--- config.mk ---
export PLATFORM = sky130hd
export DESIGN_NAME = nhtl_name_buf
export DESIGN_NICKNAME = d
export VERILOG_FILES = /design/src/hdl/nhtl_pkg.sv /design/src/hdl/nhtl_name_buf.sv
export SDC_FILE = /design/constraint.sdc
export NUM_CORES = 1
export LEC_CHECK = 0
export ABC_AREA = 1
export BUFFER_PORTS_ARGS = -buffer_cell sky130_fd_sc_hd__buf_2
export CAP_MARGIN = 40
export CORE_ASPECT_RATIO = 2
export CORE_MARGIN = 8
export CORE_UTILIZATION = 25
export CTS_BUF_LIST = sky130_fd_sc_hd__clkbuf_16
export CTS_CLUSTER_DIAMETER = 100
export DETAILED_ROUTE_END_ITERATION = 10
export SLEW_MARGIN = 25
export SYNTH_ARGS = -nofsm -noshare
export SYNTH_HDL_FRONTEND = slang
export SYNTH_SLANG_ARGS = --single-unit
--- constraint.sdc ---
create_clock -name i_clk -period 6.78 [get_ports i_clk]
set_clock_uncertainty 0.05 [all_clocks]
set_input_delay 2.034 -clock i_clk [delete_from_list [all_inputs] [get_ports i_clk]]
set_output_delay 2.034 -clock i_clk [all_outputs]
set_load 0.1 [all_outputs]
--- src/hdl/nhtl_pkg.sv ---
`default_nettype none
package nhtl_pkg;

    localparam int SLOT_COUNT   = 1024;
    localparam int MAX_ENTRIES  = 512;
    localparam int MAX_NAME_LEN = 32;

    localparam int SLOT_W  = $clog2(SLOT_COUNT);
    localparam int SLOTV_W = $clog2(MAX_ENTRIES + 1);
    localparam int IDX_W   = $clog2(MAX_ENTRIES);
    localparam int CNT_W   = $clog2(MAX_ENTRIES + 1);
    localparam int LEN_W   = $clog2(MAX_NAME_LEN + 1);
    localparam int POS_W   = $clog2(MAX_NAME_LEN);
    localparam int CHAR_AW = $clog2(MAX_ENTRIES * MAX_NAME_LEN);
    localparam int ID_W    = 15;
    localparam int RES_W   = 16;

    localparam logic [31:0] HASH_BASIS = 32'd2166136261;
    localparam logic [31:0] HASH_PRIME = 32'd16777619;

    localparam logic KIND_INSERT = 1'b0;
    localparam logic KIND_LOOKUP = 1'b1;

    localparam logic [1:0] ST_OK   = 2'd0;
    localparam logic [1:0] ST_DUP  = 2'd1;
    localparam logic [1:0] ST_FULL = 2'd2;
    localparam logic [1:0] ST_LONG = 2'd3;

    localparam logic signed [RES_W-1:0] RES_NONE = -16'sd1;

    typedef enum logic [3:0] {
        S_CLEAR,
        S_IDLE,
        S_START,
        S_SLOT_RD,
        S_SLOT_CHK,
        S_LEN_CHK,
        S_CHR_CHK,
        S_COPY,
        S_DONE
    } t_state;

    typedef struct packed {
        logic       push;
        logic       clear;
        logic [7:0] name_byte;
    } t_nb_ctrl;

    typedef struct packed {
        logic [31:0]      hash;
        logic [LEN_W-1:0] len;
        logic             overlong;
    } t_nb_stat;

endpackage
`default_nettype wire

--- src/hdl/nhtl_name_buf.sv ---
`default_nettype none
module nhtl_name_buf import nhtl_pkg::*; (
    input  wire logic             i_clk,
    input  wire logic             i_rst_n,
    input  wire t_nb_ctrl         i_ctrl,
    input  wire logic [POS_W-1:0] i_rd_pos,
    output t_nb_stat              o_stat,
    output logic      [7:0]       o_rd_byte
);
    logic [7:0]       r_buf [MAX_NAME_LEN];
    logic [31:0]      r_hash;
    logic [LEN_W-1:0] r_len;
    logic             r_overlong;

    // fnv-1a step, low word of the product only
    always_ff @(posedge i_clk) begin
        if (!i_rst_n || i_ctrl.clear) begin
            r_hash     <= HASH_BASIS;
            r_len      <= '0;
            r_overlong <= 1'b0;
        end else if (i_ctrl.push) begin
            r_hash <= (r_hash ^ {24'd0, i_ctrl.name_byte}) * HASH_PRIME;
            if (r_len < LEN_W'(MAX_NAME_LEN)) begin
                r_len <= r_len + LEN_W'(1);
            end else begin
                r_overlong <= 1'b1;
            end
        end
    end

    always_ff @(posedge i_clk) begin
        if (i_ctrl.push && r_len < LEN_W'(MAX_NAME_LEN)) begin
            r_buf[r_len[POS_W-1:0]] <= i_ctrl.name_byte;
        end
    end

    assign o_stat.hash     = r_hash;
    assign o_stat.len      = r_len;
    assign o_stat.overlong = r_overlong;
    assign o_rd_byte       = r_buf[i_rd_pos];
endmodule
`default_nettype wire

==> results of run 1 <==
[cells in the final DEF (no fill, tap or decap), drive strengths merged, types with 2 or more instances in the layout]
cell type,netlist,layout
o21bai,4,4
nand2,156,156
a31oi,13,13
inv,263,266
nor3,14,14
o21a,2,2
o22ai,20,20
edfxtp,256,256
ha,189,189
o211ai,3,3
a21oi,59,59
nand3,67,67
o21ai,174,174
a21o,4,4
o221ai,44,44
a211oi,2,2
bufinv,0,6
nor2,244,244
a22oi,3,3
xnor2,6,6
nand3b,2,2
fa,74,74
dfxtp,39,39
nand4,10,10
clkinv,1,15
xor2,13,13
buf,32,123
or2,6,6
clkbuf,32,31
[cell families after synthesis]
kind of cell,Yosys count
buffers and inverters,328
AO/OA/AOI/OAI,329
adder cells (fa/ha/maj),263
flip-flops,295
AND/OR/NAND/NOR,500
XOR/XNOR,19
[routing by layer]
layer | track usage | routed length [um] | share of wire | vias up
met5 | 0 | 0 | 0 | -
met3 | 0.0190 | 3250 | 0.068 | 54
met2 | 0.186 | 21300 | 0.45 | 392
met1 | 0.167 | 22100 | 0.46 | 6094
li1 | - | - | - | 6133
met4 | 0.0292 | 930 | 0.020 | 0
[registers in the layout, summed over array words and instances, names as in the netlist]
register	count
r_len	6
r_buf	256
r_overlong	1
r_hash	32
[critical path, cell delays in order]
cell      delay [ns]
buf_2           0.28
inv_2           0.16
buf_4           0.31
o21ai_0         0.15
o221ai_1        0.28
nand3_1         0.22
a22oi_1         0.39
buf_2           0.50
[through the flow]
stage	std cells	cell area (sq um)
after detailed placement	2697	19400
final	2759	20500
after global placement	2696	19400
after global routing	2758	20500
after CTS	2749	20400
after floorplan	1734	17700
[cell type report]
cell class                 instances  area (sq um)
multi-input combinational       1111          7980
sequential                       295          8470
clock buffer                      28           701
fill                            7383         49900
tap                              910          1140
antenna                            1          2.50
clock inverter                    24           304
inverter                         264           992
timing repair buffer             126           913
[worst min-delay path by stage]
| stage | to | cells after the start |
|---|---|---|
| 5_1_grt | r_overlong | 2 |
| 3_3_place_gp | r_overlong | 2 |
| 6_report | r_hash[3] | 2 |
| 3_5_place_dp | r_overlong | 2 |
| 2_1_floorplan | r_overlong | 2 |
| 4_1_cts | r_hash[3] | 2 |
==> key figures, run 1 <==
Synthesis
  • Mapped Nets: 2,014
  • Synth Register Bits: 295
  • Yosys top cell by area: edfxtp_1
  • Post-synth ARST share: 0
  • Top cells by area, synth: edfxtp_1 (43%), ha_1 (13%), fa_1 (8.4%)
  • Post-Syn Instances: 1,734
  • Syn. warnings: 0
  • XOR/XNOR share of the synthesized area: 0.00938
  • Ys flop type: edfxtp_1
  • EDFF count, synth: 256
  • Commonest cells post-synth: inv_1 (259), edfxtp_1 (256), nor2_1 (241), ha_1 (189), o21ai_0 (163)
  • Simple-gate share of the synthesized area: 0.116
  • Top-count cell post-synth: inv_1
  • Avg Synthesized Cell Area: 10.2 sq um
  • Share of the synthesized area in the top cell type: 0.433
  • Synth Area in Adders: 0.217
  • Post-synthesis cell type count: 42
  • Complex-gate fraction of the synthesized area: 0.108
  • Seq/Total Area, Yosys: 0.477
  • Largest family of logic cells by synthesized area: adder cells
  • Post-Syn Area: 17,700 sq um
  • Post-synthesis mux area share: 0

Drt
  • Routed vias/inst: 4.59
  • Wirelength per Cell: 17.3 um
  • Routed wire length: 47,600 um
  • Vias: 12.7k
  • Drt first pass iters: 5
  • Antenna-violating nets left: 0
  • DRT iter0 DRCs: 925
  • DRC: 0

Worst setup path
  • R2R Setup Slk: 1.44 ns
  • Crit Reg-Reg Startpoint: r_hash[20]
  • Worst R2R Path Depth: 21
  • Setup crit start: i_rd_pos[1]
  • Worst EP arrival: 4.33 ns
  • Crit path to: o_rd_byte[1]
  • Crit Path Max Fanout: 27
  • Nature of the critical path startpoint: input port
  • Worst path required time: 4.70 ns
  • Crit Path Class: input port to output port
  • Crit end category: output port
  • Reg-to-Reg End: r_hash[29]

STA
  • Final worst slack: 0.362 ns
  • TNS Setup: 0 ns
  • Hold slack: 0.442 ns
  • Tmin final: 6.42 ns
  • RSZ-0062 raised after global routing: false
  • Count of final setup violators: 0
  • Endpoints failing hold: 0
  • Pins Over Slew Limit: 0
  • Max Freq: 156 MHz
  • Final Cycle Share: 0.947
  • Slew Limit Headroom: 0.450
  • Worst-Margin Slew: 0.826 ns

Placement
  • Hpwl dp: 33,900 um
  • RePlAce Congestion: 0.881
  • Dpl ws: -0.0670 ns
  • PortBufs: 63

Floorplan
  • Core box area: 70,400 sq um
  • Overall die height: 393 um
  • Row cnt: 138
  • Die area: 80,200 sq um
  • I/O Pins: 64
  • Die Width: 204 um
  • Initial cell density of the core: 0.252

Clock tree
  • Htree depth: 1
  • Clk pin slew, worst setup/hold paths: 0.06 ns
  • Skew-Pair Late Insertion Delay: 0.58 ns
  • Number of buffers created by CTS: 28
  • TritonCTS clock tree: built
  • CTS sink cnt: 295
  • Post-cts resize count: 0
  • Setup Fix Bufs, Post-CTS: 0
  • Hold Buf Count CTS: 0
  • CTS root buffer: clkbuf_16
  • Clock Tree Buf Depth: 3

Flow run
  • Max cap viols: 0

GRT
  • Vias in the first global route: 12.8k
  • Total grt overflow: 0
  • Largest net degree at the start of global routing: 62
  • First-pass GRT wire length: 75,100 um
  • GRT Overall Usage: 0.118
  • Initial antenna violation count: 2

Worst hold path
  • HP Start: r_hash[3]
  • Worst min path class: flip-flop to flip-flop

Layout
  • Fraction of layout cells with a size suffix above 1: 0.104
  • Area delta synth->final: 15.6%
  • Post-layout util: 0.291
  • Post-layout nets: 2,106

Run status
  • Outcome: complete, no violations
Power of run 1 is not shown: default switching activity piles up to over one toggle a cycle in this logic, so the estimate is an artifact.
==> run 2: changes to the inputs <==
- CELL_PAD_IN_SITES_DETAIL_PLACEMENT: default -> 0
- CELL_PAD_IN_SITES_GLOBAL_PLACEMENT: default -> 2
- PLACE_DENSITY_LB_ADDON: default -> 0.1
==> key figures, run 2 (synthesized netlist as in run 1, its figures left out) <==
Run status
  • Outcome: complete, no violations

Clock tree
  • Clock Tree Buf Depth: 3 (unchanged)
  • Hold Buf Count CTS: 0 (unchanged)
  • CTS root buffer: clkbuf_16
  • Number of buffers created by CTS: 34 (+21%)
  • Setup Fix Bufs, Post-CTS: 0 (unchanged)
  • CTS sink cnt: 295 (unchanged)
  • Clk pin slew, worst setup/hold paths: 0.06 ns (about the same)
  • Post-cts resize count: 0 (unchanged)
  • Htree depth: 2 (+1)
  • TritonCTS clock tree: built
  • Skew-Pair Late Insertion Delay: 0.53 ns (-0.05 ns)

Worst hold path
  • Worst min path class: flip-flop to flip-flop

Worst setup path
  • Critical Path Most Common Cell: ha_1
  • Worst path required time: 7.11 ns (+2.41 ns)
  • Delay-heaviest family, CP: adder cells
  • Slowest stage delay, CP: 0.49 ns (about the same)
  • Crit end category: flip-flop
  • Worst EP arrival: 6.72 ns (+2.39 ns)
  • Crit path buf inv count: 3 (-1)
  • Cells along the critical path: buf_2, xor2_1, ha_1, ha_1, fa_1, ha_1, fa_1, ha_1, inv_1, fa_1, inv_1, ha_1, nand2_1, nand2_1, a21oi_2, o21bai_1, a21oi_1, xor2_1, o21ai_0
  • Crit Path Max Fanout: 5 (-81%)
  • Crit Path Class: input port to flip-flop
  • Nature of the critical path startpoint: input port
  • CP max stage cell: fa_1

GRT
  • GRT Overall Usage: 0.151 (+0.0329)
  • Largest net degree at the start of global routing: 58 (-6.5%)
  • Vias in the first global route: 13.3k (+3.5%)
  • First-pass GRT wire length: 89,800 um (+20%)
  • Initial antenna violation count: 5 (+3)
  • Total grt overflow: 0 (unchanged)

Drt
  • Routed wire length: 60,400 um (+27%)
  • Antenna-violating nets left: 0 (unchanged)
  • DRC: 0 (unchanged)
  • Routed vias/inst: 4.49 (-2.3%)
  • DRT iter0 DRCs: 662 (-28%)
  • Vias: 12.8k (+0.65%)
  • Drt first pass iters: 5 (unchanged)
  • Wirelength per Cell: 21.2 um (+23%)

Floorplan
  • Initial cell density of the core: 0.252 (unchanged)
  • Die area: 80,200 sq um (unchanged)
  • Core box area: 70,400 sq um (unchanged)
  • Die Width: 204 um (unchanged)
  • Row cnt: 138 (unchanged)
  • I/O Pins: 64 (unchanged)
  • Overall die height: 393 um (unchanged)

Placement
  • Hpwl dp: 44,900 um (+32%)
  • Dpl ws: -0.214 ns (-0.147 ns)
  • PortBufs: 63 (unchanged)
  • Post-DP Area: 20,000 sq um (+3.2%)
  • RePlAce Congestion: 0.759 (-14%)

STA
  • Tmin final: 6.39 ns (-0.0247 ns)
  • Count of final setup violators: 0 (unchanged)
  • Max Freq: 156 MHz (+0.39%)
  • Worst-Margin Slew: 0.780 ns (-0.0450 ns)
  • Final Cycle Share: 0.943 (-0.00364)
  • Endpoints failing hold: 0 (unchanged)
  • Slew Limit Headroom: 0.478 (+0.0281)
  • Final worst slack: 0.387 ns (+0.0247 ns)
  • RSZ-0062 raised after global routing: false
  • Pins Over Slew Limit: 0 (unchanged)

Layout
  • Post-layout nets: 2,187 (+3.8%)
  • Commonest non-fill, non-tap cell in the layout: inv_1
  • Most frequent cells in the layout: inv_1 (266), edfxtp_1 (256), nor2_1 (241)
  • Area delta synth->final: 19.4%
  • Fillers: 7,429 (+0.62%)
  • Max reg flops: 256 (unchanged)
  • Fraction of layout cells with a size suffix above 1: 0.141 (+0.0370)
  • Design area: 21,200 sq um (+3.3%)

Flow run
  • Max cap viols: 0 (unchanged)
[run 2: cell types whose count changed in the layout (fill, tap and decap cells not counted), sizes merged]
| cell | change |
|---|---|
| buf | +74 |
| bufinv | -4 |
| clkbuf | +8 |
| clkinv | -1 |
| clkinvlp | +1 |
| inv | +5 |
[run 2: area by class of cell]
| class | instances | area (sq um) | share of cell area |
|---|---|---|---|
| Sequential cell | 295 | 8470 | 0.400 |
| Multi-Input combinational cell | 1111 | 7980 | 0.377 |
| Timing Repair Buffer | 201 | 1520 | 0.0720 |
| Tap cell | 910 | 1140 | 0.0538 |
| Inverter | 264 | 993 | 0.0469 |
| Clock buffer | 35 | 876 | 0.0414 |
| Clock inverter | 25 | 195 | 0.00922 |
| Antenna cell | 1 | 2.50 | 0.000118 |
[run 2: final timing paths]
path / startpoint / end / depth (start not counted) / slack, ns
hold reg to reg: r_overlong / r_overlong / 2 / 0.43
setup / recovery: i_ctrl[3] / r_hash[18] / 19 / 0.39
hold / removal: r_overlong / r_overlong / 2 / 0.43
setup reg to reg: r_hash[22] / r_hash[31] / 21 / 1.38
[run 2: worst reg2reg max path, stage by stage (launching register included)]
cell	delay, ns
dfxtp_1	0.65
ha_1	0.35
ha_1	0.32
fa_1	0.54
ha_1	0.14
inv_1	0.05
fa_1	0.54
inv_1	0.06
fa_1	0.50
inv_1	0.06
fa_1	0.53
inv_1	0.04
ha_1	0.39
inv_1	0.13
nor3_1	0.33
nand2_1	0.09
nor2_1	0.12
nor2_1	0.05
nand2_1	0.13
nand3_1	0.09
nand3_1	0.08
nand2_1	0.05
[run 2: metal layers]
| layer | vias up | part of all wire | track usage |
|---|---|---|---|
| li1 | 6279 | - | - |
| met1 | 6234 | 0.48 | 0.207 |
| met2 | 180 | 0.48 | 0.253 |
| met3 | 61 | 0.030 | 0.0182 |
| met4 | 2 | 0.019 | 0.0324 |
| met5 | - | 0.00022 | 0 |
[run 2: stage by stage]
stage	instances	utilization	setup TNS (ns)	hold WS [ns]
finish	2842	0.301	0	0.426
global route	2841	0.301	0	0.469
CTS	2833	0.300	0	0.435
detailed placement	2773	0.285	-2.04	0.419
global placement	2756	0.283	-1.63	0.401
floorplan	1734	-	0	0.388
Power of run 2 is left out for the same reason.
