**config.mk**
```make
export PLATFORM = sky130hd
export DESIGN_NAME = nhtl_ram
export DESIGN_NICKNAME = d
export VERILOG_FILES = /design/src/hdl/nhtl_ram.sv
export SDC_FILE = /design/constraint.sdc
export NUM_CORES = 1
export LEC_CHECK = 0
export BUFFER_PORTS_ARGS = -buffer_cell sky130_fd_sc_hd__buf_4
export CAP_MARGIN = 20
export CELL_PAD_IN_SITES_DETAIL_PLACEMENT = 0
export CELL_PAD_IN_SITES_GLOBAL_PLACEMENT = 2
export CORE_MARGIN = 3
export CORE_UTILIZATION = 45
export CTS_BUF_LIST = sky130_fd_sc_hd__clkbuf_8 sky130_fd_sc_hd__clkbuf_16
export DETAILED_ROUTE_END_ITERATION = 10
export PLACE_DENSITY = 0.85
export SYNTH_ARGS = -nofsm -noshare
export SYNTH_HDL_FRONTEND = slang
export SYNTH_SLANG_ARGS = --single-unit
```
**constraint.sdc**
```tcl
create_clock -name i_clk -period 2.1 [get_ports i_clk]
set_input_delay 0.105 -clock i_clk [delete_from_list [all_inputs] [get_ports i_clk]]
set_output_delay 0.105 -clock i_clk [all_outputs]
set_load 0.005 [all_outputs]
```
**src/hdl/nhtl_ram.sv**
```systemverilog
`default_nettype none
module nhtl_ram #(
    parameter int DEPTH  = 16,
    parameter int WIDTH  = 8,
    parameter int ADDR_W = $clog2(DEPTH)
) (
    input  wire logic              i_clk,
    input  wire logic              i_we,
    input  wire logic [ADDR_W-1:0] i_waddr,
    input  wire logic [WIDTH-1:0]  i_wdata,
    input  wire logic              i_re,
    input  wire logic [ADDR_W-1:0] i_raddr,
    output logic      [WIDTH-1:0]  o_rdata
);
    logic [WIDTH-1:0] r_mem [DEPTH];

    always_ff @(posedge i_clk) begin
        if (i_we) begin
            r_mem[i_waddr] <= i_wdata;
        end
        if (i_re) begin
            o_rdata <= r_mem[i_raddr];
        end
    end
endmodule
`default_nettype wire

```
==> parameters.txt, run 1 <==
Parameter                              Value

Floorplanning
  Die Width ... 114 microns
  IO Pins ... 27
  DIE AREA ... 0.0129 sq mm
  DIE HEIGHT ... 114 microns
  Initial cell density of the core ... 47.2%
  Row count ... 38
  Std-Cell Core Area ... 0.0111 sq mm

STA
  Min cycle time layout ... 1.55 ns
  Transition at the pin with the smallest max-transition slack ... 0.732 ns
  Setup Viol. Count Final ... 0
  Period utilisation layout ... 74.0%
  Post-Route Setup TNS ... 0 ns
  Max-slew violation count ... 0
  Setup repair after global routing missed its margin ... no
  Maximum clock frequency ... 0.644 GHz
  Largest clock skew in the final design ... 0.00531 ns
  Number of hold-slack violations in the final timing report ... 0
  Max-slew headroom at the worst pin ... 51.0%

Setup path
  Cell chain of the critical path ... mux4_1 > a22oi_1 > nand2_1
  Standard cell with the maximum stage delay on the critical path ... mux4_1
  Crit start category ... flip-flop
  Path type of the worst setup path ... reg -> reg
  Crit end category ... flip-flop
  Critical Path RT ... 2.25 ns
  Slowest Stage Delay on Critical Path ... 0.54 ns
  Signal arrival time at the worst endpoint ... 1.70 ns
  Critical Path Fanout Max ... 1

Pwr
  Power density normalized to cell area ... 1000 mW/mm^2
  Peak supply drop ... 0.457 mV
  Share of total power in the clock network ... 46.8%
  Gate power share ... 4.7%
  Leak ... 2.17 nW
  Sequential fraction of design power ... 48.5%
  Internal power summed over all cells ... 5.15 mW
  Switch Pwr ... 1.20 mW
  Proportion of total power due to net switching ... 18.9%

Clock network
  Clock transition at the registers of the reported paths ... 0.05 ns
  Maximum level of the CTS H-tree ... 4
  TritonCTS clock tree ... done
  Later-pin clock latency in the skew report ... 0.41 ns
  Number of buffers added by the clock tree synthesis step ... 17
  Clock buffer depth ... 2
  Clock root buffer ... clkbuf_16
  Clock Sink Count ... 136
  # resized after CTS ... 0

Synth
  Synthesized area divided by synthesized cell count ... 22.8 sq um
  Share of the yosys chip area belonging to registers ... 78.1%
  FF+latch count, synth ... 136
  Yosys warning total ... 0
  Syn Std Cell Area ... 0.00523 sq mm
  Cell count after synthesis ... 229
  Count of different cell masters after synthesis ... 18
  Net count after synthesis ... 248

GRT
  Met3 global-route usage ... 4.46%
  Pin count of the biggest net entering global routing ... 28
  Wire length of the first global-routing pass ... 16.2 mm
  Met2 usage in global routing ... 27.5%
  Met1 demand-to-capacity share in global routing ... 24.7%
  Total grt overflow ... 0
  Most used routing layer ... met2
  Global routing usage summed across all routing layers ... 18.0%
  Via count of the first global-routing pass ... 2646
  Number of antenna violations at the first check in global routing ... 0

Placement
  Number of placed instances with taps included ... 406
  Port Buffers ... 26
  Global placement routability congestion ... 0.709
  Final HPWL from detailed placement ... 6.33 mm

Layout
  Layout overhead on the synthesized area ... 21.0%
  Share of layout cells above drive strength 1 ... 30.4%
  Diodes inserted ... 0
  Final Instance Count excl. Fillers ... 443
  Final net count ... 309

Detailed routing
  Violation count after the first detailed-routing iteration ... 197
  Total via count in the routed design ... 2508
  Antenna violation net count after detailed routing ... 0
  Remaining DRCs ... 0
  Drt wl/cell ... 23.5 microns
  Mean number of vias per cell ... 5.66
  Router iterations before antenna repair ... 4
  Total Wirelength ... 10.4 mm

Flow run
  # Max-Cap Violations ... 0

Min path
  Path type of the worst min-delay path ... in -> reg

Status
  Run status ... completed
[final cells by class]
type                       count  area [sq um]
tap                          140           175
sequential                   136          4080
multi-input combinational     83          1060
clock inverter                15           168
clock buffer                  17           425
fill                         806          4750
timing repair buffer          52           415
[flip-flops by register name, indices dropped and copies added (netlist names)]
register  count
o_rdata       8
r_mem       128
[cells in the final DEF (no fill, tap or decap), drive strengths merged, types with 2 or more instances in the layout]
cell,synthesis,layout
nand2,9,9
buf,7,47
a22oi,16,16
nand2b,2,2
bufinv,0,4
clkinv,0,8
edfxtp,136,136
inv,0,3
clkbuf,0,17
nor2,13,13
mux4,32,32
nand3b,2,2
nor3,4,4
dlygate4sd3,0,5
[metrics by stage]
stage          worst slack [ns]  utilization, %  hold slack (ns)  cell area, sq um  power, mW
2_1_floorplan             0.502               -            0.204              5230       3.28
5_1_grt                   0.475            57.1           0.0213              6320       6.56
3_3_place_gp              0.366            51.3            0.406              5680       3.42
4_1_cts                   0.496            57.1          0.00710              6320       6.39
6_report                  0.547            57.1           0.0180              6320       6.35
3_5_place_dp              0.366            51.3            0.422              5680       3.43
[metal layers]
layer | vias to the layer above | wire [microns]
li1 | 1106 | -
met1 | 1285 | 4320
met3 | 19 | 677
met2 | 98 | 5210
met4 | 0 | 218
met5 | - | 0
[power groups by stage]
stage	clock (mW)	combinational, mW	sequential (mW)
after floorplan	0	0.154	3.13
after global placement	0	0.290	3.13
after detailed placement	0	0.296	3.13
after CTS	3.01	0.305	3.08
after global routing	3.14	0.328	3.08
final	2.97	0.300	3.08
[path summary, 6_finish.rpt]
path / end / from / slack, ns / cells past startpoint
max: o_rdata[3] / r_mem[9][3] / 0.55 / 3
min: r_mem[7][1] / i_wdata[1] / 0.02 / 1
max reg2reg: o_rdata[3] / r_mem[9][3] / 0.55 / 3
min reg2reg: o_rdata[6] / r_mem[6][6] / 0.76 / 3
[repair_timing]
action | in CTS | in global routing
hold endpoints to repair | 71 | 0
setup buffers | 0 | 0
hold buffers | 5 | 0
[synth_stat cells, drive strengths merged]
master	instances	area (sq um)
edfxtp	136	4080
mux4	32	773
a22oi	16	120
nor2	13	48.8
nand2	9	33.8
buf	7	56.3
nor3	4	20.0
clkdlybuf4s25	3	30.0
nand2b	2	12.5
nand3b	2	15.0
and2	1	6.26
and2b	1	7.51
nand3	1	5.00
nor2b	1	6.26
or3b	1	8.76
[cells by family (layout without fill, tap and decap cells)]
| group | after synthesis | after routing | share of synthesized area [%] |
|---|---|---|---|
| compound gates | 16 | 16 | 2.30 |
| buf+inv | 10 | 84 | 1.65 |
| flops | 136 | 136 | 78.1 |
| mux | 32 | 32 | 14.8 |
| simple gates | 35 | 35 | 3.14 |
[critical path: cells and delay by family, from the launching register on]
family / cells / cell delay [ns]
AND/OR/NAND/NOR: 1 / 0.09
multiplexers: 1 / 0.54
flip-flops: 1 / 0.37
AO/OA/AOI/OAI: 1 / 0.30
Power figures use the tool's default switching activity.
==> run 2: changes to the inputs <==
==> constraint.sdc (replaced) <==
create_clock -name i_clk -period 1.6 [get_ports i_clk]
set_input_delay 0.08 -clock i_clk [delete_from_list [all_inputs] [get_ports i_clk]]
set_output_delay 0.08 -clock i_clk [all_outputs]
set_load 0.005 [all_outputs]
==> run 2 against run 1 <==
  * Sequential share of layout area decreased by 2.5 points
  * Maximum frequency increased by 3.5%
  * Utilization increased by 2.3 points
  * Critical endpoint is now o_rdata[2]
  * Highest routed layer unchanged
==> parameters.txt, run 2 (synthesis gave the netlist of run 1 again) <==
Parameter                              Value

STA
  Transition at the pin with the smallest max-transition slack ... 0.412 ns (-0.320 ns)
  Maximum clock frequency ... 0.666 GHz (+3.5%)
  Largest clock skew in the final design ... 0.00400 ns (-0.00131 ns)
  Setup Viol. Count Final ... 0 (unchanged)
  Max-slew violation count ... 0 (unchanged)
  Post-Route Setup TNS ... 0 ns (unchanged)
  Worst Hold Slack ... 0.0116 ns (-0.00645 ns)
  Period utilisation layout ... 93.8% (+20 points)
  Setup repair after global routing missed its margin ... no
  Min cycle time layout ... 1.50 ns (-0.0519 ns)
  Number of hold-slack violations in the final timing report ... 0 (unchanged)
  Max-slew headroom at the worst pin ... 72.5% (+21 points)

Setup path
  Cell chain of the critical path ... mux4_1 > a22oi_1 > nand2_1
  Worst reg2reg path depth ... 3 (unchanged)
  Standard cell with the maximum stage delay on the critical path ... mux4_1
  Crit end category ... flip-flop
  Slowest Stage Delay on Critical Path ... 0.54 ns (about the same)
  Crit start category ... flip-flop
  Critical Path RT ... 1.76 ns (-0.49 ns)
  Critical Path Fanout Max ... 1 (unchanged)
  Signal arrival time at the worst endpoint ... 1.66 ns (-0.04 ns)
  Path type of the worst setup path ... reg -> reg

Pwr
  Switch Pwr ... 1.59 mW (+32%)
  Share of total power in the clock network ... 52.3% (+5.5 points)
  Leak ... 2.27 nW (+4.5%)
  Power density normalized to cell area ... 1420 mW/mm^2 (+42%)
  Sequential fraction of design power ... 43.2% (-5.3 points)
  Proportion of total power due to net switching ... 17.0% (-1.9 points)
  Peak supply drop ... 0.697 mV (+52%)
  Internal power summed over all cells ... 7.76 mW (+51%)
  Gate power share ... 4.5% (-0.2 points)

Clock network
  Clock root buffer ... clkbuf_16
  Clock Sink Count ... 136 (unchanged)
  Clock transition at the registers of the reported paths ... 0.06 ns (about the same)
  Number of buffers added by the clock tree synthesis step ... 17 (unchanged)
  Maximum level of the CTS H-tree ... 4 (unchanged)
  Clock buffer depth ... 2 (unchanged)
  TritonCTS clock tree ... done
  Setup fix buffers added after clock tree synthesis ... 0 (unchanged)
  Later-pin clock latency in the skew report ... 0.41 ns (about the same)

Layout
  Top library cells by usage in the layout, fill and taps aside ... edfxtp_1, buf_4, mux4_2, clkbuf_16, a22oi_1
  Layout overhead on the synthesized area ... 25.8%
  Top flop regs ... r_mem: 128 flops, o_rdata: 8 flops
  Final net count ... 316 (+2.3%)
  Commonest non-fill, non-tap cell in the layout ... edfxtp_1
  Share of the core filled with cells in the final layout ... 59.4% (+2.3 points)
  Max FFs per register ... 128 (unchanged)
  Share of layout cells above drive strength 1 ... 32.6% (+2.2 points)
  Register ranked first by flip-flop count ... r_mem
  Diodes inserted ... 0 (unchanged)
  Fillers ... 761 (-5.6%)
  Finished layout cell area ... 0.00658 sq mm (+4.0%)

Placement
  Global placement routability congestion ... 0.742 (+4.7%)
  Port Buffers ... 26 (unchanged)
  Final HPWL from detailed placement ... 6.30 mm (-0.40%)
  Post-DP Area ... 0.00574 sq mm (+0.97%)

GRT
  Wire length of the first global-routing pass ... 15.6 mm (-3.7%)
  Total grt overflow ... 0 (unchanged)
  Number of antenna violations at the first check in global routing ... 0 (unchanged)
  Pin count of the biggest net entering global routing ... 20 (-29%)
  Global routing usage summed across all routing layers ... 17.2% (-0.76 points)
  Via count of the first global-routing pass ... 2708 (+2.3%)

Floorplanning
  Std-Cell Core Area ... 0.0111 sq mm (unchanged)
  Row count ... 38 (unchanged)
  Initial cell density of the core ... 47.2% (unchanged)
  Die Width ... 114 microns (unchanged)
  IO Pins ... 27 (unchanged)
  DIE AREA ... 0.0129 sq mm (unchanged)
  DIE HEIGHT ... 114 microns (unchanged)

Detailed routing
  Total Wirelength ... 10.0 mm (-4.1%)
  Drt wl/cell ... 22.2 microns (-5.6%)
  Remaining DRCs ... 0 (unchanged)
  Router iterations before antenna repair ... 5 (+1)
  Antenna violation net count after detailed routing ... 0 (unchanged)
  Mean number of vias per cell ... 5.58 (-1.5%)
  Violation count after the first detailed-routing iteration ... 244 (+24%)
  Total via count in the routed design ... 2509 (+0.040%)

Flow run
  # Max-Cap Violations ... 0 (unchanged)

Status
  Run status ... completed

Min path
  Instance count along the most critical hold path ... 1 (unchanged)
  Path type of the worst min-delay path ... in -> reg
[run 2: cell types whose count changed in the layout (fill, tap and decap cells not counted), sizes merged]
cell         before  now
buf              47   51
bufinv            4   10
clkinv            8    2
clkinvlp          0    2
dlygate4sd3       5    8
inv               3    1
[run 2: power groups by stage]
stage                     Combinational (mW)  Sequential, mW  Clock, mW
after global routing                   0.454            4.05       5.13
after global placement                 0.394            4.11          0
after floorplan                        0.203            4.10          0
after detailed placement               0.403            4.11          0
after CTS                              0.420            4.04       4.97
final                                  0.417            4.04       4.89
[run 2: final cells by class]
type,instances,area [sq um],share of cell area (%)
sequential,136,4080,62.1
tap,140,175,2.66
clock buffer,17,425,6.47
multi-input combinational,83,1060,16.2
timing repair buffer,59,500,7.61
clock inverter,15,328,4.99
[run 2: timing repair]
action / CTS / global route
endpoints found under the setup margin: 0 / 1
hold buffers: 8 / 0
gates resized for setup: 0 / 1
hold endpoints to repair: 120 / 0
[run 2: worst max-delay path, delay by kind of cell, from the launching register on]
kind / cells / cell delay [ns]
AOI/OAI and AO/OA: 1 / 0.24
muxes: 1 / 0.54
DFF: 1 / 0.39
and+or+nand+nor: 1 / 0.08
[run 2: worst paths after layout]
kind	startpoint	end	slack (ns)
worst min register to register	r_mem[12][0]	o_rdata[0]	0.75
worst max-delay path	r_mem[1][2]	o_rdata[2]	0.1
worst min-delay path	i_wdata[4]	r_mem[11][4]	0.01
worst max register to register	r_mem[1][2]	o_rdata[2]	0.1
[run 2: stage by stage]
stage               instances  worst slack, ns  total power, mW
finish                    450           0.0986             9.35
global route              450           0.0213             9.63
CTS                       450           0.0659             9.43
detailed placement        410        0.0000628             4.51
global placement          410           0.0183             4.50
floorplan                 229           0.0271             4.31
[run 2: per-layer routing]
| metal | GRT usage [%] | wire length, microns | up-vias |
|---|---|---|---|
| li1 | - | - | 1117 |
| met1 | 21.4 | 4000 | 1270 |
| met2 | 27.0 | 4920 | 102 |
| met3 | 5.52 | 817 | 20 |
| met4 | 9.26 | 257 | 0 |
| met5 | 0 | 0 | - |
==> run 3: changes to the inputs <==
--- a/config.mk
+++ b/config.mk
@@ -5,7 +5,7 @@
 export SDC_FILE = /design/constraint.sdc
 export NUM_CORES = 1
 export LEC_CHECK = 0
-export BUFFER_PORTS_ARGS = -buffer_cell sky130_fd_sc_hd__buf_4
+export BUFFER_PORTS_ARGS = -buffer_cell sky130_fd_sc_hd__clkbuf_2
 export CAP_MARGIN = 20
 export CELL_PAD_IN_SITES_DETAIL_PLACEMENT = 0
 export CELL_PAD_IN_SITES_GLOBAL_PLACEMENT = 2
==> run 3 against run 2 <==
  * Global-route usage increased by 0.065 points
  * Utilization fell by 2.5 points
  * Maximum frequency is 1.3% lower
  * Via count up 1.2%
  * Sequential share of layout area up 2.8 points
  * Final cell count fell by 1.1%
  * Critical path type unchanged
==> parameters.txt, run 3 (synthesis gave the netlist of run 1 again) <==
Parameter                              Value

STA
  Period utilisation layout ... 95.1% (+1.2 points)
  Max-slew violation count ... 0 (unchanged)
  Largest clock skew in the final design ... 0.0123 ns (+0.00832 ns)
  Setup repair after global routing missed its margin ... no
  Post-Route Setup TNS ... 0 ns (unchanged)
  Transition at the pin with the smallest max-transition slack ... 0.382 ns (-0.0305 ns)
  Number of hold-slack violations in the final timing report ... 0 (unchanged)
  Max-slew headroom at the worst pin ... 74.6% (+2.0 points)
  Maximum clock frequency ... 0.657 GHz (-1.3%)
  Setup Viol. Count Final ... 0 (unchanged)
  Min cycle time layout ... 1.52 ns (+0.0199 ns)

Detailed routing
  Antenna violation net count after detailed routing ... 0 (unchanged)
  Router iterations before antenna repair ... 4 (-1)
  Remaining DRCs ... 0 (unchanged)
  Violation count after the first detailed-routing iteration ... 202 (-17%)
  Total Wirelength ... 10.3 mm (+2.8%)
  Total via count in the routed design ... 2539 (+1.2%)
  Drt wl/cell ... 23.1 microns (+4.0%)
  Mean number of vias per cell ... 5.71 (+2.3%)

Pwr
  Peak supply drop ... 0.696 mV (-0.17%)
  Leak ... 2.16 nW (-4.8%)
  Gate power share ... 4.8% (+0.3 points)
  Power density normalized to cell area ... 1310 mW/mm^2 (-7.9%)
  Switch Pwr ... 1.63 mW (+2.0%)
  Share of total power in the clock network ... 46.2% (-6.1 points)
  Internal power summed over all cells ... 6.61 mW (-15%)
  Proportion of total power due to net switching ... 19.7% (+2.7 points)
  Sequential fraction of design power ... 49.0% (+5.8 points)

Clock network
  TritonCTS clock tree ... done
  Clock root buffer ... clkbuf_16
  Number of buffers added by the clock tree synthesis step ... 17 (unchanged)
  Later-pin clock latency in the skew report ... 0.41 ns (about the same)
  Hold buffer count at cts ... 0 (-8)
  Setup fix buffers added after clock tree synthesis ... 0 (unchanged)
  Clock buffer depth ... 2 (unchanged)
  # resized after CTS ... 0 (unchanged)
  Clock transition at the registers of the reported paths ... 0.06 ns (about the same)
  Clock Sink Count ... 136 (unchanged)
  Maximum level of the CTS H-tree ... 4 (unchanged)

GRT
  Met2 usage in global routing ... 26.7% (-0.35 points)
  Pin count of the biggest net entering global routing ... 23 (+15%)
  Met3 global-route usage ... 4.51% (-1.0 points)
  Wire length of the first global-routing pass ... 15.7 mm (+0.71%)
  Most used routing layer ... met2
  Via count of the first global-routing pass ... 2569 (-5.1%)
  Number of antenna violations at the first check in global routing ... 0 (unchanged)
  Met1 demand-to-capacity share in global routing ... 24.1% (+2.7 points)
  Global routing usage summed across all routing layers ... 17.3% (+0.065 points)
  Total grt overflow ... 0 (unchanged)

Setup path
  Path type of the worst setup path ... reg -> reg
  Worst reg2reg path depth ... 3 (unchanged)
  Critical Path Fanout Max ... 1 (unchanged)
  Crit end category ... flip-flop
  Crit start category ... flip-flop
  Critical Path RT ... 1.75 ns (about the same)
  Signal arrival time at the worst endpoint ... 1.67 ns (about the same)

Placement
  Port Buffers ... 26 (unchanged)
  Global placement routability congestion ... 0.755 (+1.8%)
  Final HPWL from detailed placement ... 6.22 mm (-1.3%)

Layout
  Max FFs per register ... 128 (unchanged)
  Layout overhead on the synthesized area ... 20.4%
  Diodes inserted ... 0 (unchanged)
  Commonest non-fill, non-tap cell in the layout ... edfxtp_1
  Top library cells by usage in the layout, fill and taps aside ... edfxtp_1, clkbuf_2, buf_4, mux4_2, clkbuf_16
  Share of layout cells above drive strength 1 ... 32.8% (+0.21 points)
  Register ranked first by flip-flop count ... r_mem
  Share of the core filled with cells in the final layout ... 56.8% (-2.5 points)
  Fillers ... 792 (+4.1%)
  Final net count ... 311 (-1.6%)
  Top flop regs ... r_mem: 128 flops, o_rdata: 8 flops

Floorplanning
  Std-Cell Core Area ... 0.0111 sq mm (unchanged)
  Die Width ... 114 microns (unchanged)
  Row count ... 38 (unchanged)
  IO Pins ... 27 (unchanged)
  Initial cell density of the core ... 47.2% (unchanged)
  DIE HEIGHT ... 114 microns (unchanged)
  DIE AREA ... 0.0129 sq mm (unchanged)

Min path
  Instance count along the most critical hold path ... 1 (unchanged)
  Path type of the worst min-delay path ... in -> reg

Status
  Run status ... completed

Flow run
  # Max-Cap Violations ... 0 (unchanged)
## run 3: cell types whose count changed in the layout (fill, tap and decap cells not counted), moves of 2 or more
cell,delta
clkinv_4,+3
dlygate4sd3_1,-8
buf_4,-24
clkinv_1,+2
bufinv_16,-7
clkbuf_2,+26
## run 3: critical path: stages, from the launching register on
cell	delay, ns
edfxtp_1	0.37
mux4_1	0.56
a22oi_1	0.26
nand2_1	0.07
## run 3: final timing paths
check        slack [ns]         start    endpoint
max                0.08   r_mem[9][3]  o_rdata[3]
min                0.09          i_re  o_rdata[4]
max reg2reg        0.08   r_mem[9][3]  o_rdata[3]
min reg2reg        0.74  r_mem[14][1]  o_rdata[1]
## run 3: cell type report
cell class	instances	area (sq um)	share of cell area, %
well taps	140	175	2.78
clock buffers	17	425	6.76
multi-input cells	83	1060	16.8
repair buffers	54	390	6.20
flip-flops and latches	136	4080	64.9
clock inverters	15	163	2.58
## run 3: per-stage QoR
stage,worst slack [ns],total power [mW],hold WS (ns),instance area [sq um],cells
CTS,0.0520,8.30,0.0666,6290,445
detailed placement,-0.118,4.51,0.490,5710,413
floorplan,0.0271,4.31,0.179,5230,229
global placement,-0.122,4.49,0.479,5710,413
global route,0.00175,8.49,0.0836,6290,445
finish,0.0787,8.24,0.0851,6290,445
## run 3: power by group through the flow
| stage | combinational (mW) | clock (mW) | sequential (mW) |
|---|---|---|---|
| floorplan | 0.203 | 0 | 4.10 |
| global placement | 0.387 | 0 | 4.11 |
| detailed placement | 0.396 | 0 | 4.11 |
| CTS | 0.401 | 3.86 | 4.04 |
| global route | 0.426 | 4.02 | 4.04 |
| finish | 0.393 | 3.81 | 4.04 |
## run 3: metal layers
metal	routed length [microns]	up-vias
met2	5050	103
met5	0	-
met1	4500	1311
li1	-	1108
met3	572	17
met4	151	0
